File: src/sv/ttl_pkg.sv
package ttl_pkg;

    localparam logic [7:0] CH_TAB    = 8'h09;
    localparam logic [7:0] CH_LF     = 8'h0A;
    localparam logic [7:0] CH_CR     = 8'h0D;
    localparam logic [7:0] CH_SPACE  = 8'h20;
    localparam logic [7:0] CH_DQUOTE = 8'h22;
    localparam logic [7:0] CH_HASH   = 8'h23;
    localparam logic [7:0] CH_SQUOTE = 8'h27;
    localparam logic [7:0] CH_BSLASH = 8'h5C;
    localparam logic [7:0] CH_NUL    = 8'h00;

    localparam int QUEUE_DEPTH = 4;
    localparam int QUEUE_AW    = $clog2(QUEUE_DEPTH);

    typedef struct packed {
        logic [7:0] in_byte;
        logic       end_of_input;
    } item_t;

    typedef struct packed {
        logic [7:0] out_byte;
        logic       byte_valid;
        logic       token_end;
        logic       input_done;
    } result_t;

    // Byte after classification; is_crlf bytes also set is_blank, and is_end may be set with any other flag.
    typedef struct packed {
        logic [7:0] data;
        logic       is_end;
        logic       is_blank;
        logic       is_hash;
        logic       is_squote;
        logic       is_dquote;
        logic       is_bslash;
        logic       is_crlf;
    } cls_t;

endpackage

File: src/sv/ttl_front.sv
module ttl_front
    import ttl_pkg::*;
(
    input  logic  clk,
    input  logic  rst_n,
    input  logic  item_valid,
    output logic  item_ready,
    input  item_t item,
    output logic  cls_valid,
    input  logic  cls_ready,
    output cls_t  cls
);

    logic valid_reg;
    logic valid_next;
    cls_t cls_reg;
    cls_t cls_next;

    always_comb
    begin
        cls_next.data      = item.in_byte;
        cls_next.is_end    = item.end_of_input || (item.in_byte == CH_NUL);
        cls_next.is_blank  = (item.in_byte == CH_SPACE) ||
                             ((item.in_byte >= CH_TAB) && (item.in_byte <= CH_CR));
        cls_next.is_hash   = (item.in_byte == CH_HASH);
        cls_next.is_squote = (item.in_byte == CH_SQUOTE);
        cls_next.is_dquote = (item.in_byte == CH_DQUOTE);
        cls_next.is_bslash = (item.in_byte == CH_BSLASH);
        cls_next.is_crlf   = (item.in_byte == CH_CR) || (item.in_byte == CH_LF);
    end

    assign item_ready = !valid_reg || cls_ready;

    always_comb
    begin
        valid_next = valid_reg;
        if (item_valid && item_ready)
        begin
            valid_next = 1'b1;
        end
        else if (cls_ready)
        begin
            valid_next = 1'b0;
        end
    end

    always_ff @(posedge clk or negedge rst_n)
    begin
        if (!rst_n)
        begin
            valid_reg <= 1'b0;
        end
        else
        begin
            valid_reg <= valid_next;
        end
    end

    always_ff @(posedge clk)
    begin
        if (item_valid && item_ready)
        begin
            cls_reg <= cls_next;
        end
    end

    assign cls_valid = valid_reg;
    assign cls       = cls_reg;

endmodule

File: src/sv/ttl_queue.sv
module ttl_queue
    import ttl_pkg::*;
(
    input  logic clk,
    input  logic rst_n,
    input  logic push_valid,
    output logic push_ready,
    input  cls_t push_data,
    output logic pop_valid,
    input  logic pop_ready,
    output cls_t pop_data
);

    cls_t                mem [QUEUE_DEPTH];
    cls_t                head_reg;
    logic [QUEUE_AW-1:0] wr_ptr_reg;
    logic [QUEUE_AW-1:0] wr_ptr_next;
    logic [QUEUE_AW-1:0] rd_ptr_reg;
    logic [QUEUE_AW-1:0] rd_ptr_next;
    logic [QUEUE_AW:0]   count_reg;
    logic [QUEUE_AW:0]   count_next;
    logic                push;
    logic                pop;

    assign push_ready = (count_reg != QUEUE_DEPTH[QUEUE_AW:0]);
    assign pop_valid  = (count_reg != '0);
    assign push       = push_valid && push_ready;
    assign pop        = pop_valid && pop_ready;
    assign pop_data   = head_reg;

    always_comb
    begin
        wr_ptr_next = push ? wr_ptr_reg + 1'b1 : wr_ptr_reg;
        rd_ptr_next = pop ? rd_ptr_reg + 1'b1 : rd_ptr_reg;
        count_next  = count_reg;
        if (push && !pop)
        begin
            count_next = count_reg + 1'b1;
        end
        else if (pop && !push)
        begin
            count_next = count_reg - 1'b1;
        end
    end

    always_ff @(posedge clk or negedge rst_n)
    begin
        if (!rst_n)
        begin
            wr_ptr_reg <= '0;
            rd_ptr_reg <= '0;
            count_reg  <= '0;
        end
        else
        begin
            wr_ptr_reg <= wr_ptr_next;
            rd_ptr_reg <= rd_ptr_next;
            count_reg  <= count_next;
        end
    end

    always_ff @(posedge clk)
    begin
        if (push)
        begin
            mem[wr_ptr_reg] <= push_data;
        end
        // Prefetch the next head; take the incoming item when it lands there.
        if (push && (wr_ptr_reg == rd_ptr_next))
        begin
            head_reg <= push_data;
        end
        else
        begin
            head_reg <= mem[rd_ptr_next];
        end
    end

endmodule

File: src/sv/ttl_back.sv
module ttl_back
    import ttl_pkg::*;
(
    input  logic    clk,
    input  logic    rst_n,
    input  logic    cls_valid,
    output logic    cls_ready,
    input  cls_t    cls,
    output logic    result_valid,
    input  logic    result_ready,
    output result_t result
);

    typedef enum logic [1:0] {
        MODE_SKIP,
        MODE_COMMENT,
        MODE_QUOTED,
        MODE_BARE
    } mode_t;

    mode_t   mode_reg;
    mode_t   mode_next;
    logic    esc_reg;
    logic    esc_next;
    logic    dq_reg;
    logic    dq_next;
    logic    out_valid_reg;
    logic    out_valid_next;
    result_t out_reg;
    logic    emit;
    result_t res;
    logic    pop;
    logic    close_quote;

    // Advance whenever the output slot is free or being drained this cycle.
    assign cls_ready   = !out_valid_reg || result_ready;
    assign pop         = cls_valid && cls_ready;
    assign close_quote = dq_reg ? cls.is_dquote : cls.is_squote;

    always_comb
    begin
        mode_next = mode_reg;
        esc_next  = esc_reg;
        dq_next   = dq_reg;
        emit      = 1'b0;
        res       = '0;
        if (cls.is_end)
        begin
            emit           = 1'b1;
            res.token_end  = (mode_reg == MODE_QUOTED) || (mode_reg == MODE_BARE);
            res.input_done = 1'b1;
            mode_next      = MODE_SKIP;
            esc_next       = 1'b0;
            dq_next        = 1'b0;
        end
        else
        begin
            unique case (mode_reg)
                MODE_SKIP:
                begin
                    if (cls.is_blank)
                    begin
                        mode_next = MODE_SKIP;
                    end
                    else if (cls.is_hash)
                    begin
                        mode_next = MODE_COMMENT;
                    end
                    else if (cls.is_squote || cls.is_dquote)
                    begin
                        mode_next = MODE_QUOTED;
                        dq_next   = cls.is_dquote;
                        esc_next  = 1'b0;
                    end
                    else
                    begin
                        // first byte of a bare token is always literal
                        mode_next      = MODE_BARE;
                        esc_next       = 1'b0;
                        emit           = 1'b1;
                        res.out_byte   = cls.data;
                        res.byte_valid = 1'b1;
                    end
                end
                MODE_COMMENT:
                begin
                    if (cls.is_crlf)
                    begin
                        mode_next = MODE_SKIP;
                    end
                end
                MODE_QUOTED:
                begin
                    if (esc_reg)
                    begin
                        esc_next       = 1'b0;
                        emit           = 1'b1;
                        res.out_byte   = cls.data;
                        res.byte_valid = 1'b1;
                    end
                    else if (close_quote)
                    begin
                        mode_next     = MODE_SKIP;
                        dq_next       = 1'b0;
                        emit          = 1'b1;
                        res.token_end = 1'b1;
                    end
                    else if (cls.is_bslash)
                    begin
                        esc_next = 1'b1;
                    end
                    else
                    begin
                        emit           = 1'b1;
                        res.out_byte   = cls.data;
                        res.byte_valid = 1'b1;
                    end
                end
                MODE_BARE:
                begin
                    if (esc_reg)
                    begin
                        esc_next       = 1'b0;
                        emit           = 1'b1;
                        res.out_byte   = cls.data;
                        res.byte_valid = 1'b1;
                    end
                    else if (cls.is_blank)
                    begin
                        mode_next     = MODE_SKIP;
                        emit          = 1'b1;
                        res.token_end = 1'b1;
                    end
                    else if (cls.is_bslash)
                    begin
                        esc_next = 1'b1;
                    end
                    else
                    begin
                        emit           = 1'b1;
                        res.out_byte   = cls.data;
                        res.byte_valid = 1'b1;
                    end
                end
                default:
                begin
                    mode_next = MODE_SKIP;
                end
            endcase
        end
    end

    always_comb
    begin
        out_valid_next = out_valid_reg;
        if (pop)
        begin
            out_valid_next = emit;
        end
        else if (result_ready)
        begin
            out_valid_next = 1'b0;
        end
    end

    always_ff @(posedge clk or negedge rst_n)
    begin
        if (!rst_n)
        begin
            mode_reg      <= MODE_SKIP;
            esc_reg       <= 1'b0;
            dq_reg        <= 1'b0;
            out_valid_reg <= 1'b0;
            out_reg       <= '0;
        end
        else
        begin
            out_valid_reg <= out_valid_next;
            if (pop)
            begin
                mode_reg <= mode_next;
                esc_reg  <= esc_next;
                dq_reg   <= dq_next;
                if (emit)
                begin
                    out_reg <= res;
                end
            end
        end
    end

    assign result_valid = out_valid_reg;
    assign result       = out_reg;

endmodule

File: src/sv/text_token_lexer.sv
// Pipeline: an accepted item passes the front register, the queue and the output
//   register; items that give no result are dropped in the back stage.
// Throughput: one item per cycle without output stalls; the 4-entry queue absorbs them.
// Reset: rst_n asynchronous, active low; empties the pipeline and returns the
//   lexer to whitespace skipping with no escape or quote pending.
module text_token_lexer
    import ttl_pkg::*;
(
    input  logic    clk,
    input  logic    rst_n,
    input  logic    item_valid,
    output logic    item_ready,
    input  item_t   item,
    output logic    result_valid,
    input  logic    result_ready,
    output result_t result
);

    logic front_valid;
    logic front_ready;
    cls_t front_cls;
    logic back_valid;
    logic back_ready;
    cls_t back_cls;

    ttl_front u_front (
        .clk        (clk),
        .rst_n      (rst_n),
        .item_valid (item_valid),
        .item_ready (item_ready),
        .item       (item),
        .cls_valid  (front_valid),
        .cls_ready  (front_ready),
        .cls        (front_cls)
    );

    ttl_queue u_queue (
        .clk        (clk),
        .rst_n      (rst_n),
        .push_valid (front_valid),
        .push_ready (front_ready),
        .push_data  (front_cls),
        .pop_valid  (back_valid),
        .pop_ready  (back_ready),
        .pop_data   (back_cls)
    );

    ttl_back u_back (
        .clk          (clk),
        .rst_n        (rst_n),
        .cls_valid    (back_valid),
        .cls_ready    (back_ready),
        .cls          (back_cls),
        .result_valid (result_valid),
        .result_ready (result_ready),
        .result       (result)
    );

    // A blocked front item must not be lost while the queue is full.
    a_front_hold: assert property (@(posedge clk) disable iff (!rst_n)
        front_valid && !front_ready |=> front_valid && $stable(front_cls))
        else $error("front item lost while queue full");

    a_byte_alone: assert property (@(posedge clk) disable iff (!rst_n)
        result_valid && result.byte_valid |-> !result.token_end && !result.input_done)
        else $error("token byte combined with end mark");

    a_mark_zero: assert property (@(posedge clk) disable iff (!rst_n)
        result_valid && !result.byte_valid |-> result.out_byte == CH_NUL)
        else $error("end mark carries a nonzero byte");

    a_mark_nonempty: assert property (@(posedge clk) disable iff (!rst_n)
        result_valid && !result.byte_valid |-> result.token_end || result.input_done)
        else $error("result carries nothing");

endmodule

File: config.mk
export PLATFORM = sky130hd
export DESIGN_NAME = text_token_lexer
export DESIGN_NICKNAME = d
export VERILOG_FILES = /design/src/sv/ttl_pkg.sv /design/src/sv/ttl_front.sv /design/src/sv/ttl_queue.sv /design/src/sv/ttl_back.sv /design/src/sv/text_token_lexer.sv
export SDC_FILE = /design/constraint.sdc
export NUM_CORES = 1
export LEC_CHECK = 0
export ABC_AREA = 1
export BUFFER_PORTS_ARGS = -buffer_cell sky130_fd_sc_hd__buf_2
export CAP_MARGIN = 10
export CORE_MARGIN = 2
export CORE_UTILIZATION = 60
export CTS_BUF_LIST = sky130_fd_sc_hd__clkbuf_4 sky130_fd_sc_hd__clkbuf_8
export DETAILED_ROUTE_END_ITERATION = 12
export GPL_TIMING_DRIVEN = 1
export PLACE_DENSITY = 0.88
export RECOVER_POWER = 25
export REMOVE_ABC_BUFFERS = 1
export SYNTH_ARGS = -nofsm -noshare
export SYNTH_HDL_FRONTEND = slang
export SYNTH_SLANG_ARGS = --single-unit
File: constraint.sdc
create_clock -name clk -period 3.9 [get_ports clk]
set_input_delay 0.585 -clock clk [delete_from_list [all_inputs] [get_ports clk]]
set_output_delay 0.585 -clock clk [all_outputs]
set_load 0.01 [all_outputs]
==> results.md, run 1 <==
- In this run the worst hold path is classified as in -> reg.
- The combinational family with the most area after synthesis is simple AND/OR/NAND/NOR gates.
- Detailed placement ended at an HPWL of about 6.2 mm.
- The kind of launch point of the worst setup path is a flop.
- The initial antenna violation count came to 0.
- In the global route stage, met1 resource usage came out at 30.6%.
- In this run, the number of DRC markers left after iteration 0 of detailed routing was 261.
- The busiest layer in global routing is met2.
- The Yosys step of the flow raised 0 warnings.
- The cell with the most instances after synthesis is nand2_1.
- The number of antenna-violating nets in the routed design is 0.
- The synthesized instance count is 487.
- Data arrives at the worst endpoint at 2930 ps.
- The repair_antennas step left the layout with diodes totalling 0.
- The clock period minus worst slack is approximately 2600 ps.
- Including well taps, the total number of placed cells is 600.
- The first-pass GRT wire length is approximately 16 mm.
- The CTS H-tree depth is 3.
- Setup repair after global routing left no endpoint under its margin.
- The total negative slack is 0 ps.
- The total overflow left after global routing is 0.
- The share of the core filled with cells is 66.5%.
- Max-cap violations in this run came to 0.
- Summing the areas of all compound-gate instances in the mapped netlist gives 3.85% of the synthesized area.
- The routed layout has 3,459 vias.
- After clock tree synthesis, the clock-pin slew on the worst setup and hold paths is about 100 ps.
- The slew at the pin closest to its max-slew limit is 1260 ps.
- The analysis attributes to cell leakage a power of around 2.2 nW.
- The final critical path takes up 67.3% of the cycle.
- In this run the clock root is driven by a clkbuf_8.
- The number of gates given a new drive strength after cts is 0.
- The total power density per cell area is 786 mW/mm².
- The clock tree skew after final layout is 14.2 ps.
- The number of flops mapped to enable cells by yosys is 75.
- The category of the critical setup timing path is reg -> reg.
- The number of global-route vias before repair came to about 3.2k.
- The floorplan step defined a die boundary enclosing 0.00857 mm².
- The post-synthesis average cell area is 9.67 µm².
- The floorplan has 32 rows.
- Counting flops with an async set or reset pin after synthesis yields a share of 23.8%.
- The number of buffers inserted to repair setup after CTS is 0.
- Derived from the worst setup path, the maximum achievable clock frequency is 381 MHz.
- The pin count of the biggest net entering global routing is 32.
- The cell taking the most area after synthesis is edfxtp_1.
- The final routed DRC violation total is 0.
- The signal on the critical path passes through buf_4, inv_2, nand2_1, nand3_1, nand2_1, nand3_1, nor2_2, nor2_4, a21oi_4, nand3_1, nand2_1.
- The maximum vdd drop is 0.000324 V.
- The per-cell routed wire length is 14.9 µm.
- The main flop type after synthesis is edfxtp_1.
- The flow ran to the end, and the final reports show no timing, DRC or antenna violations.
- The largest individual stage delay along the critical path comes from the cell nand2_1.
- The critical path contains buffers and inverters numbering 2 combined.
- The share of cells above drive strength 1 is 10.3%.
- The area share of the leading cell type in the synthesized netlist is 47.8%.
- The relative slew slack is between 10% and 20%.
- After the last flow step, the layout net total stands at 528.
- The total wire length after detailed routing is 9.21 mm.
- The count of buffers added on input and output ports is 25.
- The starting density of the core is between 60% and 70%.
- The post-synthesis cell area is about 0.0047 mm².
- The final number of hold-violating endpoints was 0.
- The I/O pin count is 26.
- By count the netlist is led by nand2_1, edfxtp_1, nand3_1.
- After floorplanning, the core was sized to cover about 0.0076 mm².
- The number of buffers inserted by hold repair at cts is 0.
- Compared with the post-synthesis result, the final layout area differs by 8.08%.
- Global routing consumed, on the met2 layer, 40.0% of the routing resources.
- For this run, global-route usage on met3 was measured as 5.04%.
- Setup violations remaining at the end of the flow were counted as 0.
- The max-slew violation count came to 0.
- The final estimated routing congestion in global placement is 0.829.
- The sequential fraction of the synthesis area is 61.5%.
- In the routed layout, each cell is associated on average with a via count of 5.62.
- Synthesis inferred 101 register bits.
- STA puts the critical path data required time at 4210 ps.
- The synthesized netlist devotes 26.8% of its cell area to simple gates.
- In this run the vertical extent of the chip is 92.6 µm.
- Grouping stages by cell kind, the critical path spends the most delay in simple AND/OR/NAND/NOR gates.
- The maximum count of clock buffers along a single path is 2.
- The TritonCTS buffer count is 9.
- After Yosys synthesis, full adders, half adders and majority gates account for around 1.8% of the synthesized area.
- The highest cell delay on the worst timing path is 540 ps.
- The TritonCTS clock tree is done.
- Measured along the x axis, the die boundary spans approximately 93 µm.
- Once layout is complete, the cells apart from fillers number 616.
- The mux share of post-synthesis cell area is 0%.
- The aggregate global-route resource usage is 23.6%.
- The clock latency reported for the late side of the worst-skew pair is between 300 and 400 ps.
- The number of clock sinks is 101.
- The number of flip-flops under the largest register name is 60.
- The first TritonRoute pass finished after 6 iterations.
- In this run the worst path has a maximum fanout of 31.
- The xor and xnor area share after synthesis is less than 1%.
- Sorting the synthesized cells by area gives the leading types as edfxtp_1, dfrtp_1, nand2_1.
- The worst setup path is captured at a flop.
- The count of distinct cell types in the synthesized netlist is 36.
[worst register-to-register path: stages (launching register included)]
cell and delay, ps:
dfxtp_1 330, buf_4 290, inv_2 280, nand2_1 120, nand3_1 70, nand2_1 540, nand3_1 230, nor2_2 190
nor2_4 70, a21oi_4 250, nand3_1 120, nand2_1 80
[cell families after synthesis]
family / count (synthesis)
and+or+nand+nor: 290
DFF: 101
buffers and inverters: 57
AOI/OAI and AO/OA: 29
adders and majority gates: 6
xor gates and xnor gates: 4
[final timing paths]
kind / from / to / slack, ps / cells after the start
max in group asynchronous: rst_n / u_back.esc_reg / 2700 / 1
worst max register to register: flop / u_back.result[4] / 1280 / 11
min in group asynchronous: rst_n / u_back.result[10] / 450 / 1
worst min register to register: u_back.result[3] / u_back.result[3] / 490 / 2
worst max-delay path: flop / u_back.result[4] / 1280 / 11
worst min-delay path: result_ready / u_back.result_valid / 400 / 2
[cell type report]
| class | instances | area [µm²] |
|---|---|---|
| fill | 582 | 2560 |
| sequential | 101 | 2890 |
| clock buffer | 9 | 124 |
| inverter | 37 | 139 |
| timing repair buffer | 31 | 159 |
| tap | 102 | 128 |
| multi-input combinational | 329 | 1560 |
| clock inverter | 7 | 85.1 |
[per-layer routing]
layer | routed length (µm) | share of wire, %
met1 | 3800 | 41
met2 | 4720 | 51
met3 | 559 | 6.1
met4 | 134 | 1.5
met5 | 0 | 0
[power breakdown]
| group | switching, W | internal, W | leakage (nW) |
|---|---|---|---|
| clock | 0.000369 | 0.000305 | 0.104 |
| combinational | 0.00124 | 0.000491 | 1.04 |
| sequential | 0.000137 | 0.00146 | 1.03 |
[metrics by stage]
stage               instance area [µm²]  worst slack (ps)  hold slack [ps]  power [W]
floorplan                          4590              1410              289    0.00283
global placement                   4890              1500              446    0.00322
detailed placement                 4890              1320              460    0.00332
CTS                                5100              1310              190    0.00400
global route                       5090               970              387    0.00432
finish                             5090              1280              402    0.00400
[placed cells by master (no fill, tap or decap), types with 2 or more instances in the layout]
| cell type | count |
|---|---|
| o21ai_1 | 2 |
| o21ai_0 | 15 |
| inv_2 | 2 |
| buf_4 | 6 |
| xor2_1 | 3 |
| clkbuf_1 | 9 |
| dfxtp_1 | 2 |
| nor2_1 | 35 |
| clkinv_4 | 3 |
| nand3_1 | 73 |
| a21oi_1 | 5 |
| clkinv_1 | 2 |
| inv_1 | 34 |
| nand2_2 | 4 |
| nand4_1 | 11 |
| nor2_2 | 4 |
| nand2_1 | 154 |
| ha_1 | 5 |
| clkbuf_8 | 9 |
| nor4_1 | 2 |
| edfxtp_1 | 75 |
| nor3_1 | 3 |
| dfrtp_1 | 24 |
| a21oi_4 | 2 |
| buf_2 | 16 |
Note: power is estimated with default switching activity, not from simulation.
==> run 2, diff against run 1 <==
Settings changed: CORE_UTILIZATION 60 to 57, PLACE_DENSITY 0.88 to 0.87.
Clock period 3.9 ns to 2.25 ns, I/O delays scaled along.
==> run 2 against run 1 <==
Compared with the run above:
- register-to-register slack worse by 1000 ps
- utilization decreased by 2.8 points
- final cell count rose by 1.9%
- sequential power up 73%
- global-route usage down 1.4 points
- fmax up 33%
- cell area is 1.4% higher
- worst setup slack got worse by 1000 ps
- non-clock buffer count rose by 9
- clock-buffer cell count unchanged
- sequential cell count did not move
- routed wire length is essentially flat
==> results.md, run 2 (synthesis results as in run 1) <==
- The routed via count divided by cell count came to 5.50 (-2.0%).
- The worst setup slack before clock tree synthesis is 303 ps (-1020 ps).
- The net total in the final layout is 537 (+1.7%).
- The fraction of power consumed by combinational cells was 44.3% (+1.1 points).
- The maximum count of clock buffers along a single path is 2 (unchanged).
- The final period utilization came to 87.6% (+20 points).
- The post-DP HPWL is 6.20 mm (-0.79%).
- Among all stages on the critical path, the largest delay is contributed by dfrtp_1.
- The share of cells above drive strength 1 is 11.9% (+1.5 points).
- The critical path is of the reg -> reg type.
- The number of buffers inserted to repair setup after CTS is 0 (unchanged).
- The total power density per cell area is 1370 mW/mm² (+75%).
- The launching instance or port of the critical path is u_queue.count_reg[0].
- The antenna diode instance count came to 0 (unchanged).
- The endpoint of the most critical setup path is u_queue.count_reg[1].
- The switching share of power is 43.1% (-0.43 points).
- The pin count of the biggest net entering global routing is 31 (-3.1%).
- The startpoint of the lowest-slack hold path is result_ready.
- The initial antenna violation count is 0 (unchanged).
- The final setup violation count was 0 (unchanged).
- The least setup slack across all paths after layout came to 279 ps (-998 ps).
- The critical path depth is 7 (-4).
- The relative slew slack came to 62.8% (+47 points).
- The final estimated routing congestion in global placement is 0.796 (-4.1%).
- The I/O pin count came to 26 (unchanged).
- The floorplan row count was 33 (+3.1%).
- The internal power is 0.00403 W (+79%).
- The number of clock sinks is 101 (unchanged).
- The slew at the pin closest to its max-slew limit is 557 ps (-702 ps).
- The highest cell delay on the worst timing path came to 450 ps (-90 ps).
- The combined buffer and inverter count along the critical path is 2 (unchanged).
- The synthesis-to-layout area growth is 9.60%.
- The die area is 0.00900 mm² (+5.0%).
- STA classifies the critical path startpoint as a flop.
- The per-cell routed wire length came to 14.7 µm (-1.8%).
- Leaving out fill and tap cells, the most frequent cells in the layout are nand2_1, edfxtp_1, nand3_1.
- The final global-route overflow total was 0 (unchanged).
- The die extent in x is 94.9 µm (+2.5%).
- The endpoint of the lowest-slack register-to-register path is u_queue.count_reg[1].
- The clock network fraction of total power is 16.6% (-0.2 points).
- The post-layout total power is 0.00709 W (+77%).
- The count of cells along the worst register-to-register path is 7 (-4).
- The final routed DRC violation total is 0 (unchanged).
- The flop-to-flop setup slack is 280 ps (-1000 ps).
- The critical-path maximum fanout is 4 (-87%).
- TritonCTS built the clock tree.
- The arrival time of data at the critical path endpoint came to 2220 ps (-710 ps).
- The die height is 94.9 µm (+2.5%).
- The count of port buffers added during placement is 25 (unchanged).
- Leaving out fill and tap cells, the most frequent cell in the layout is nand2_1.
- The number of global-route vias before repair is 3,167 (-1.4%).
- The register share of total power is 39.1% (-0.9 points).
- The total wire length after detailed routing is 9.21 mm (about the same).
- Setup repair after global routing left no endpoint under its margin.
- The CTS H-tree depth is 3 (unchanged).
- The first-pass GRT wire length is 15.1 mm (-3.1%).
- The maximum vdd drop is 0.000637 V (+97%).
- The family with the most delay on the worst path is adder cells.
- The data required time of the worst path is 2500 ps (-1710 ps).
- The via count of the routed design is 3,455 (-0.12%).
- The max-slew violation count came to 0 (unchanged).
- The clock tree skew after final layout was 12.9 ps (-1.30 ps).
- The number of maximum-capacitance violations is 0 (unchanged).
- The starting density of the core came to 58.2% (-3.4 points).
- The area of the core region is 0.00809 mm² (+5.8%).
- The net switching power was 0.00306 W (+75%).
- The aggregate global-route resource usage is 22.3% (-1.4 points).
- In this run the clock root is driven by a clkbuf_8.
- The worst setup path is captured at a flop.
- The number of flip-flops under the largest register name is 60 (unchanged).
- The number of antenna-violating nets in the routed design is 0 (unchanged).
- The most used cell along the critical path is inv_1.
- The clock period minus worst slack is 1970 ps (-652 ps).
- The highest clock frequency the design can meet is 507 MHz (+33%).
- The startpoint identified for the worst register-to-register timing path is u_queue.count_reg[0].
- The DRC violation total after the first TritonRoute iteration came to 220 (-16%).
- The reported leakage power was 2.21 nW (+1.9%).
- The clock-pin slew on the worst setup and hold paths is 100 ps (about the same).
- The clock latency reported for the late side of the worst-skew pair is 370 ps (about the same).
- The TritonCTS buffer count is 9 (unchanged).
- The flow ran to the end, and the final reports show no timing, DRC or antenna violations.
- The final design area excluding fillers is 0.00516 mm² (+1.4%).
- The final number of hold-violating endpoints came to 0 (unchanged).
- The instance area at placement is 0.00495 mm² (+1.3%).
- The length of the first detailed-routing pass in iterations is 5 (-1).
- The min-delay analysis places its worst path in the category in -> reg.
- The critical path goes through o31ai_1, inv_1, ha_1, inv_1, fa_1, nor2_1, a21oi_1.
[run 2: cell count changes in the layout (fill, tap and decap cells not counted)]
cell           previous run  this run
dlygate4sd3_1             0         1
clkbuf_1                  9         8
buf_4                     6        14
inv_8                     0         2
buf_2                    16        17
clkinv_8                  1         0
clkinv_4                  3         1
clkinvlp_4                0         1
[run 2: timing repair]
action                                 4_1_cts  5_1_grt
endpoints found under the hold margin       24        0
gates resized for setup                      0        0
hold buffers                                 1        0
[run 2: metal layers]
layer	track usage, %	vias to the layer above	wire [µm]	share of wire (%)
li1	-	1700	-	-
met1	29.2	1594	3860	42
met2	36.5	141	4590	50
met3	4.15	20	590	6.4
met4	9.30	0	167	1.8
met5	0	-	0	0
[run 2: area by class of cell]
| cell class | instances | area [µm²] |
|---|---|---|
| Sequential cell | 101 | 2890 |
| Inverter | 37 | 139 |
| Clock inverter | 7 | 81.3 |
| Fill cell | 647 | 2930 |
| Clock buffer | 9 | 124 |
| Tap cell | 105 | 131 |
| Timing Repair Buffer | 40 | 230 |
| Multi-Input combinational cell | 329 | 1560 |
[run 2: worst min-delay path by stage]
stage,endpoint,slack (ps),depth (start not counted)
floorplan,u_back.dq_reg,40,0
global placement,u_back.result[10],330,1
detailed placement,u_back.result[8],350,1
CTS,u_back.result_valid,140,2
global route,u_back.result_valid,140,2
finish,u_back.result_valid,150,2
[run 2: per-stage QoR]
step | hold WS, ps | instances | utilization [%] | TNS [ps]
detailed placement | 351 | 611 | 61.2 | 0
floorplan | 41.9 | 467 | - | -2730
CTS | 137 | 628 | 63.9 | 0
finish | 154 | 628 | 63.7 | 0
global route | 144 | 628 | 63.7 | 0
global placement | 334 | 611 | 61.2 | 0
[run 2: power groups by stage]
| stage | sequential (W) | clock (W) | combinational, W |
|---|---|---|---|
| floorplan | 0.00287 | 0 | 0.00205 |
| finish | 0.00277 | 0.00118 | 0.00314 |
| global route | 0.00282 | 0.00129 | 0.00353 |
| global placement | 0.00279 | 0 | 0.00297 |
| detailed placement | 0.00281 | 0 | 0.00309 |
| CTS | 0.00277 | 0.00119 | 0.00312 |
[run 2: worst reg2reg max path, cell delays in order (launching register included)]
cell     delay [ps]
dfrtp_1         450
o31ai_1         390
inv_1           150
ha_1            200
inv_1           100
fa_1            410
nor2_1          110
a21oi_1          50
==> run 3, diff against run 2 <==
==> constraint.sdc (replaced) <==
create_clock -name clk -period 2.25 [get_ports clk]
set_input_delay 0 -clock clk [delete_from_list [all_inputs] [get_ports clk]]
set_output_delay 0 -clock clk [all_outputs]
set_load 0.01 [all_outputs]
==> run 3 against run 2 <==
Compared with the run above:
- non-clock buffer count rose by 12
- sequential power rose by 1%
- routed wire length rose by 3.7%
- clock power fell by 8%
- power fell by 0.65%
- clock skew barely moved
- global-route usage rose by 0.46 points
- fmax fell by 1.2%
- worst setup slack got worse by 24 ps
- sequential cell count did not move
- utilization rose by 1.2 points
- critical path type unchanged
- critical endpoint is now u_queue.count_reg[2]
- largest cell class unchanged
==> results.md, run 3 (synthesis results as in run 1) <==
- The I/O pin count is 26 (unchanged).
- Leaving out fill and tap cells, the most frequent cells in the layout are nand2_1, edfxtp_1, nand3_1.
- The area of the core region was 0.00809 mm² (unchanged).
- The TritonCTS clock tree is done.
- The arrival time of data at the critical path endpoint is 2250 ps (+30 ps).
- STA classifies the critical path startpoint as a flop.
- The clock latency reported for the late side of the worst-skew pair is 360 ps (about the same).
- The die height was 94.9 µm (unchanged).
- The met2 usage in global routing is 39.4% (+2.8 points).
- The post-DP HPWL came to 6.49 mm (+4.8%).
- The number of antenna-violating nets in the routed design is 0 (unchanged).
- The count of port buffers added during placement is 25 (unchanged).
- The post-layout total power was 0.00704 W (-0.65%).
- On the critical path, the stage with the largest delay is an instance of dfrtp_1.
- The met1 layer usage reported by global route is 27.6% (-1.6 points).
- The final global-route overflow total came to 0 (unchanged).
- The total area of sequential cells is 0.00289 mm² (about the same).
- Leaving out fill and tap cells, the most frequent cell in the layout is nand2_1.
- The final number of hold-violating endpoints was 0 (unchanged).
- The min-delay analysis places its worst path in the category in -> reg.
- The die extent in x is 94.9 µm (unchanged).
- The worst setup slack before clock tree synthesis is 224 ps (-78.1 ps).
- The final design area excluding fillers is 0.00526 mm² (+1.9%).
- The number of global-route vias before repair is 3,350 (+5.8%).
- The length of the first detailed-routing pass in iterations came to 5 (unchanged).
- The clock period minus worst slack was 2000 ps (+24.1 ps).
- The relative slew slack is 16.2% (-47 points).
- The final setup violation count was 0 (unchanged).
- The aggregate global-route resource usage is 22.7% (+0.46 points).
- Relative to the synthesized area, the layout overhead comes to 11.7%.
- The worst setup path is of the reg -> reg kind.
- The first-pass GRT wire length is 15.5 mm (+2.8%).
- The signal on the critical path passes through inv_1, a31o_2, ha_1, inv_1, fa_1, a21oi_1, o21ai_0, xor2_1.
- The final estimated routing congestion in global placement is 0.832 (+4.6%).
- The least setup slack across all paths after layout was 255 ps (-24.1 ps).
- The reported leakage power is 2.25 nW (+1.8%).
- The via count of the routed design is 3,476 (+0.61%).
- The number of buffers inserted to repair setup after CTS came to 0 (unchanged).
- The total wire length after detailed routing is 9.55 mm (+3.7%).
- The total power density per cell area was 1340 mW/mm² (-2.5%).
- The worst setup path is captured at a flop.
- The CTS H-tree depth came to 3 (unchanged).
- The die area is 0.00900 mm² (unchanged).
- The TritonCTS buffer count is 9 (unchanged).
- The initial antenna violation count is 0 (unchanged).
- The number of clock sinks is 101 (unchanged).
- The run finished with clean final reports.
- The critical-path maximum fanout is 5 (+1).
- The met3 routing resource usage after global routing is 4.15% (unchanged).
- The clock-pin slew on the worst setup and hold paths was 100 ps (about the same).
- The highest clock frequency the design can meet was 501 MHz (-1.2%).
- Setup repair after global routing left no endpoint under its margin.
- The fill cell total of the finished layout was 649 (+0.31%).
- The final period utilization is 88.7% (+1.1 points).
- The maximum count of clock buffers along a single path is 2 (unchanged).
- The clock tree skew after final layout came to 12.8 ps (-0.180 ps).
- The antenna diode instance count is 0 (unchanged).
- The max-slew violation count came to 0 (unchanged).
- The busiest layer in global routing is met2.
- The starting density of the core is 58.2% (unchanged).
- The share of cells above drive strength 1 was 12.0% (+0.11 points).
- The highest cell delay on the worst timing path is 440 ps (about the same).
- The slew at the pin closest to its max-slew limit is 1260 ps (+700 ps).
- The per-cell routed wire length is 14.9 µm (+1.8%).
- The cell that appears most often on the critical path is inv_1.
- The data required time of the worst path is 2510 ps (about the same).
- The instance area at placement was 0.00496 mm² (+0.15%).
- The DRC violation total after the first TritonRoute iteration is 231 (+5.0%).
- The maximum vdd drop was 0.000502 V (-21%).
- The area used by multi-input combinational logic is 0.00156 mm² (unchanged).
- The number of flip-flops under the largest register name is 60 (unchanged).
- The pin count of the biggest net entering global routing was 25 (-19%).
- The net total in the final layout is 549 (+2.2%).
- The final routed DRC violation total is 0 (unchanged).
- The floorplan row count is 33 (unchanged).
- The number of maximum-capacitance violations is 0 (unchanged).
- The routed via count divided by cell count came to 5.43 (-1.3%).
- The cell sitting at the root of the clock tree is a clkbuf_8.
- The share of the core filled with cells is 65.0% (+1.2 points).
[run 3: changes by cell type in the layout (fill, tap and decap cells not counted)]
cell,change
inv_6,+2
inv_8,-1
clkbuf_1,+1
inv_4,+1
dlygate4sd3_1,+11
clkbuf_4,+1
inv_2,-1
dfxtp_2,+1
buf_4,+1
bufinv_16,-1
buf_2,-1
dfxtp_1,-1
clkinv_1,-1
[run 3: layout make-up]
cell class	instances	area share [%]
flip-flops and latches	101	55.0
multi-input cells	329	29.7
repair buffers	52	6.59
inverters	37	2.69
clock buffers	10	2.50
well taps	105	2.50
clock inverters	6	1.02
[run 3: per-layer routing]
layer  up-vias  routed length (µm)
met5         -                   0
met4         0                 309
met3        31                 403
met2       108                4810
met1      1624                4030
li1       1713                   -
[run 3: worst max-delay path: cells and delay by family, from the launching register on]
kind                       cells  cell delay (ps)
xor gates and xnor gates       1              150
AOI/OAI and AO/OA              3              510
adders and majority gates      2              610
DFF                            1              440
buffers and inverters          2              180
[run 3: through the flow]
step	hold slack, ps	instances	TNS (ps)
detailed placement	13.7	612	0
global route	385	640	0
global placement	1.01	612	0
CTS	144	640	0
finish	357	640	0
floorplan	-296	467	-2730
[run 3: what timing repair did]
item	CTS	global route
endpoints found under the setup margin	0	4
endpoints found under the hold margin	37	0
gates resized for setup	0	3
hold buffers	12	0
[run 3: report_power, final]
| part | leakage [nW] | switching, W | internal (W) |
|---|---|---|---|
| combinational | 1.13 | 0.00216 | 0.000991 |
| sequential | 1.03 | 0.000269 | 0.00254 |
| clock | 0.0932 | 0.000645 | 0.000437 |
| total | 2.25 | 0.00308 | 0.00396 |
[run 3: path summary, 6_finish.rpt]
kind / start / to / slack [ps] / cells past startpoint
max in group asynchronous: rst_n / u_back.result[10] / 1090 / 2
worst max-delay path: u_queue.count_reg[0] / u_queue.count_reg[2] / 250 / 8
worst max register to register: u_queue.count_reg[0] / u_queue.count_reg[2] / 250 / 8
worst min-delay path: result_ready / u_back.result_valid / 360 / 3
min in group asynchronous: rst_n / u_back.result[0] / 420 / 2
worst min register to register: u_queue.rd_ptr_reg[1] / u_queue.rd_ptr_reg[1] / 470 / 1
